`src/rtl/eslc_ram.sv`:
```
// ---------------------------------------------------------------------------
// eslc_ram
// Generic RAM, one write port and one read port, registered read data.
// ---------------------------------------------------------------------------
module eslc_ram #(
   parameter int WIDTH = 8,
   parameter int DEPTH = 256
) (
   input  logic                     clock,
   input  logic                     wr_en,
   input  logic [$clog2(DEPTH)-1:0] wr_addr,
   input  logic [WIDTH-1:0]         wr_data,
   input  logic [$clog2(DEPTH)-1:0] rd_addr,
   output logic [WIDTH-1:0]         rd_data
);
   logic [WIDTH-1:0] mem [DEPTH];
   logic [WIDTH-1:0] rd_data_ff;

   always_ff @(posedge clock) begin
      if (wr_en) begin
         mem[wr_addr] <= wr_data;
      end
      rd_data_ff <= mem[rd_addr];
   end

   assign rd_data = rd_data_ff;
endmodule

```
`config.mk`:
```
export PLATFORM = sky130hd
export DESIGN_NAME = eslc_ram
export DESIGN_NICKNAME = d
export VERILOG_FILES = /design/src/rtl/eslc_ram.sv
export SDC_FILE = /design/constraint.sdc
export NUM_CORES = 2
export LEC_CHECK = 0
export ABC_CLOCK_PERIOD_IN_PS = 2600
export BUFFER_PORTS_ARGS = -buffer_cell sky130_fd_sc_hd__clkbuf_2
export CORE_ASPECT_RATIO = 2
export CORE_UTILIZATION = 57
export CTS_CLUSTER_SIZE = 20
export DETAILED_ROUTE_END_ITERATION = 12
export PLACE_DENSITY = 0.76
export REMOVE_ABC_BUFFERS = 1
export SLEW_MARGIN = 20
export SYNTH_ARGS = -nofsm -noshare
export SYNTH_HDL_FRONTEND = slang
export SYNTH_SLANG_ARGS = --single-unit
```
`constraint.sdc`:
```
create_clock -name clock -period 2.6 [get_ports clock]
set_clock_uncertainty 0.15 [all_clocks]
set_input_delay 0.52 -clock clock [delete_from_list [all_inputs] [get_ports clock]]
set_output_delay 0.52 -clock clock [all_outputs]
set_load 0.05 [all_outputs]
```
==> reports/results.ini <==
[sta]
finalSetupViolCount=3
holdWs_ns=0.0691
rsz0062_at_grt=true
slew_viol_final=0
post-route-period-util_pct=106
worst_pin_slew_ns=1.09
relSlewSlack_pct=26.9
fmaxAchievable_mhz=364
fin_crit_ns=2.74
timing_hold_violations_final=0
setup_slack_ns=-0.144

[drt]
vias_per_cell=6.59
avgRoutedWirePerCell_um=33.5
drtPass1Iterations=8
vias=42400
wirelength_um=216000
drt_iter0_markers=4616
drtAntennaViolNets=0
drc=0

[synthesis]
yosysSeqAreaShare_pct=77.5
synth_cell_types=55
synthCells=3733
synth_area_per_cell_um2=21.3
yosysTopAreaCell=edfxtp_1
synth_edf_count=2048
yosysWarnings=0
synth_area_um2=79600
synth_flop_cell=edfxtp_1
synth.area.top_cells=edfxtp_1 77%, mux4_2 13%, mux2i_1 1.7%, nor2_1 1.3%, a22oi_1 1.3%
ys_seq_elements=2056
synth_top_cell_area_share_pct=77.3
synthArstFlopShare_pct=0

[setup_path]
end_kind=flip-flop
critPathMaxFanout=11
required_ns=3.13
worst-path-buf-inv=7
slowest_delay_ns=0.55
crit_top_cell=buf_4
worst_path_max_delay_cell=o211ai_1
cp_top_family=buffers and inverters
crit_path_start_kind=input pin
path_class=input pin to flip-flop
cp.arrival_ns=3.27
path_cells=buf_12 > buf_16 > buf_16 > buf_8 > mux2i_4 > o221ai_2 > o211ai_1 > a21oi_1 > buf_4 > nor4_2 > buf_4 > buf_4 > nor4_2

[floorplanning]
die_area_um2=141000
die_w_um=266
ios=34
rows=193
start_util_pct=57.5
core_um2=138000
fp.dieH_um=530

[layout]
n_fill_cell=8172
area_growth_pct=17.4
layout_common_cells=2,048 x edfxtp_1, 654 x buf_4, 454 x mux4_2
final_common_cell=edfxtp_1
nets=4479
stdcell_count=6439
final_layout_size_suffix_gt1_share_pct=33.4
fin_area_um2=93400

[global_route]
grt_use_total_pct=31.1
grt_pass1_vias=44200
grt_max_degree=104
grt_pass1_wl_um=306000
antenna_found_initial=9
grt-ovfl-total=0

[power]
power_leakage_nw=30.4
ir_worst_vdd_mv=0.506
power.total_w=0.0671
power_density_nw_per_um2=718

[worst_hold_path]
hold_class=input pin to flip-flop

[place]
dpl_cell_area_um2=87400
gp_congestion=0.945
dpl.cell_count=6127
dpl.hpwl_um=146000
io_buffers=33

[clock_tree]
clk_pin_slew_ns=0.06
root_buffer=clkbuf_16
cts.sinks=2056
cts_buffers=171
htree_num_levels=4
cts_tree=built
worstSkewPairLatency_ns=0.83
clk_path_buf_depth=4

[run_status]
failed_checks=setup timing
status=finished, violations left

[run]
maxCapViolations=0

-- Yosys cell counts, types with 10 or more instances --
| master | number |
|---|---|
| clkbuf_1 | 111 |
| nand4_1 | 10 |
| a22oi_1 | 133 |
| buf_6 | 21 |
| buf_8 | 13 |
| o22ai_1 | 28 |
| mux2i_1 | 134 |
| buf_4 | 27 |
| nor4_1 | 24 |
| o21ai_0 | 10 |
| buf_1 | 22 |
| nor2b_1 | 31 |
| a21oi_1 | 96 |
| nor3_1 | 22 |
| edfxtp_1 | 2048 |
| nand2_1 | 33 |
| o221ai_1 | 46 |
| nor2_1 | 282 |
| a211oi_1 | 16 |
| o211ai_1 | 10 |
| buf_2 | 31 |
| a221oi_1 | 13 |
| mux4_2 | 454 |
| nand3_1 | 34 |
-- layer usage --
| layer | vias to the layer above | share of wire [%] | global-route usage (%) | routed length (µm) |
|---|---|---|---|---|
| met5 | - | 0.012 | 0 | 26 |
| met4 | 4 | 11 | 26.9 | 22800 |
| met3 | 889 | 7.2 | 4.78 | 15600 |
| met2 | 2596 | 53 | 55.1 | 113000 |
| met1 | 21900 | 30 | 31.9 | 63700 |
| li1 | 17100 | - | - | - |
-- state kept, by name, indices dropped and copies added (netlist names) --
register	cells
mem	2048
rd_data	8
-- path summary, 6_finish.rpt --
kind	start	to	slack [ns]	depth (start not counted)
max	rd_addr[0]	rd_data[2]	-0.14	13
max reg2reg	mem[126][2]	rd_data[2]	-0.05	9
min reg2reg	mem[40][3]	rd_data[3]	0.96	7
min	wr_data[6]	mem[208][6]	0.07	1
-- stage by stage --
step	setup WS, ns	setup TNS (ns)	util [%]
floorplan	-0.478	-3.50	-
detailed placement	-1.25	-14.21	63.2
CTS	-0.0237	-0.0252	67.4
finish	-0.144	-0.273	67.5
global placement	-1.97	-12.70	63.2
global route	-0.148	-0.234	67.5
-- cells by family (layout without fill, tap and decap cells) --
family                 Yosys count  after routing  synth area share, %
other                            0              5                    0
AO/OA/AOI/OAI                  385            385                 3.42
multiplexers                   591            591                 14.6
buffers and inverters          235           1084                 1.83
flip-flops                    2056           2056                 77.5
AND/OR/NAND/NOR                466            466                 2.63
-- repair_timing --
| item | 4_1_cts | 5_1_grt |
|---|---|---|
| hold buffers | 1 | 0 |
| endpoints found under the hold margin | 13 | 0 |
| cloned | 1 | 0 |
| setup endpoints to repair | 8 | 8 |
| setup buffers | 1 | 2 |
| pin swaps | 3 | 4 |
| gates resized for setup | 24 | 18 |
-- power breakdown --
| group | total (W) | switching (W) | internal (W) |
|---|---|---|---|
| Sequential | 0.0366 | 0.0000696 | 0.0365 |
| Combinational | 0.00415 | 0.00252 | 0.00163 |
| Clock | 0.0264 | 0.0116 | 0.0148 |
| Total | 0.0671 | 0.0142 | 0.0529 |
-- layout make-up --
cell class,instances,area [µm²],share of cell area (%)
clock buffers,193,4470,4.78
diodes,5,12.5,0.0134
flip-flops and latches,2056,61700,66.0
clock inverters,109,1180,1.27
inverters,2,7.51,0.00804
repair buffers,780,7030,7.53
multi-input cells,1442,16700,17.9
well taps,1852,2320,2.48
Note: power is estimated with default switching activity, not from simulation.
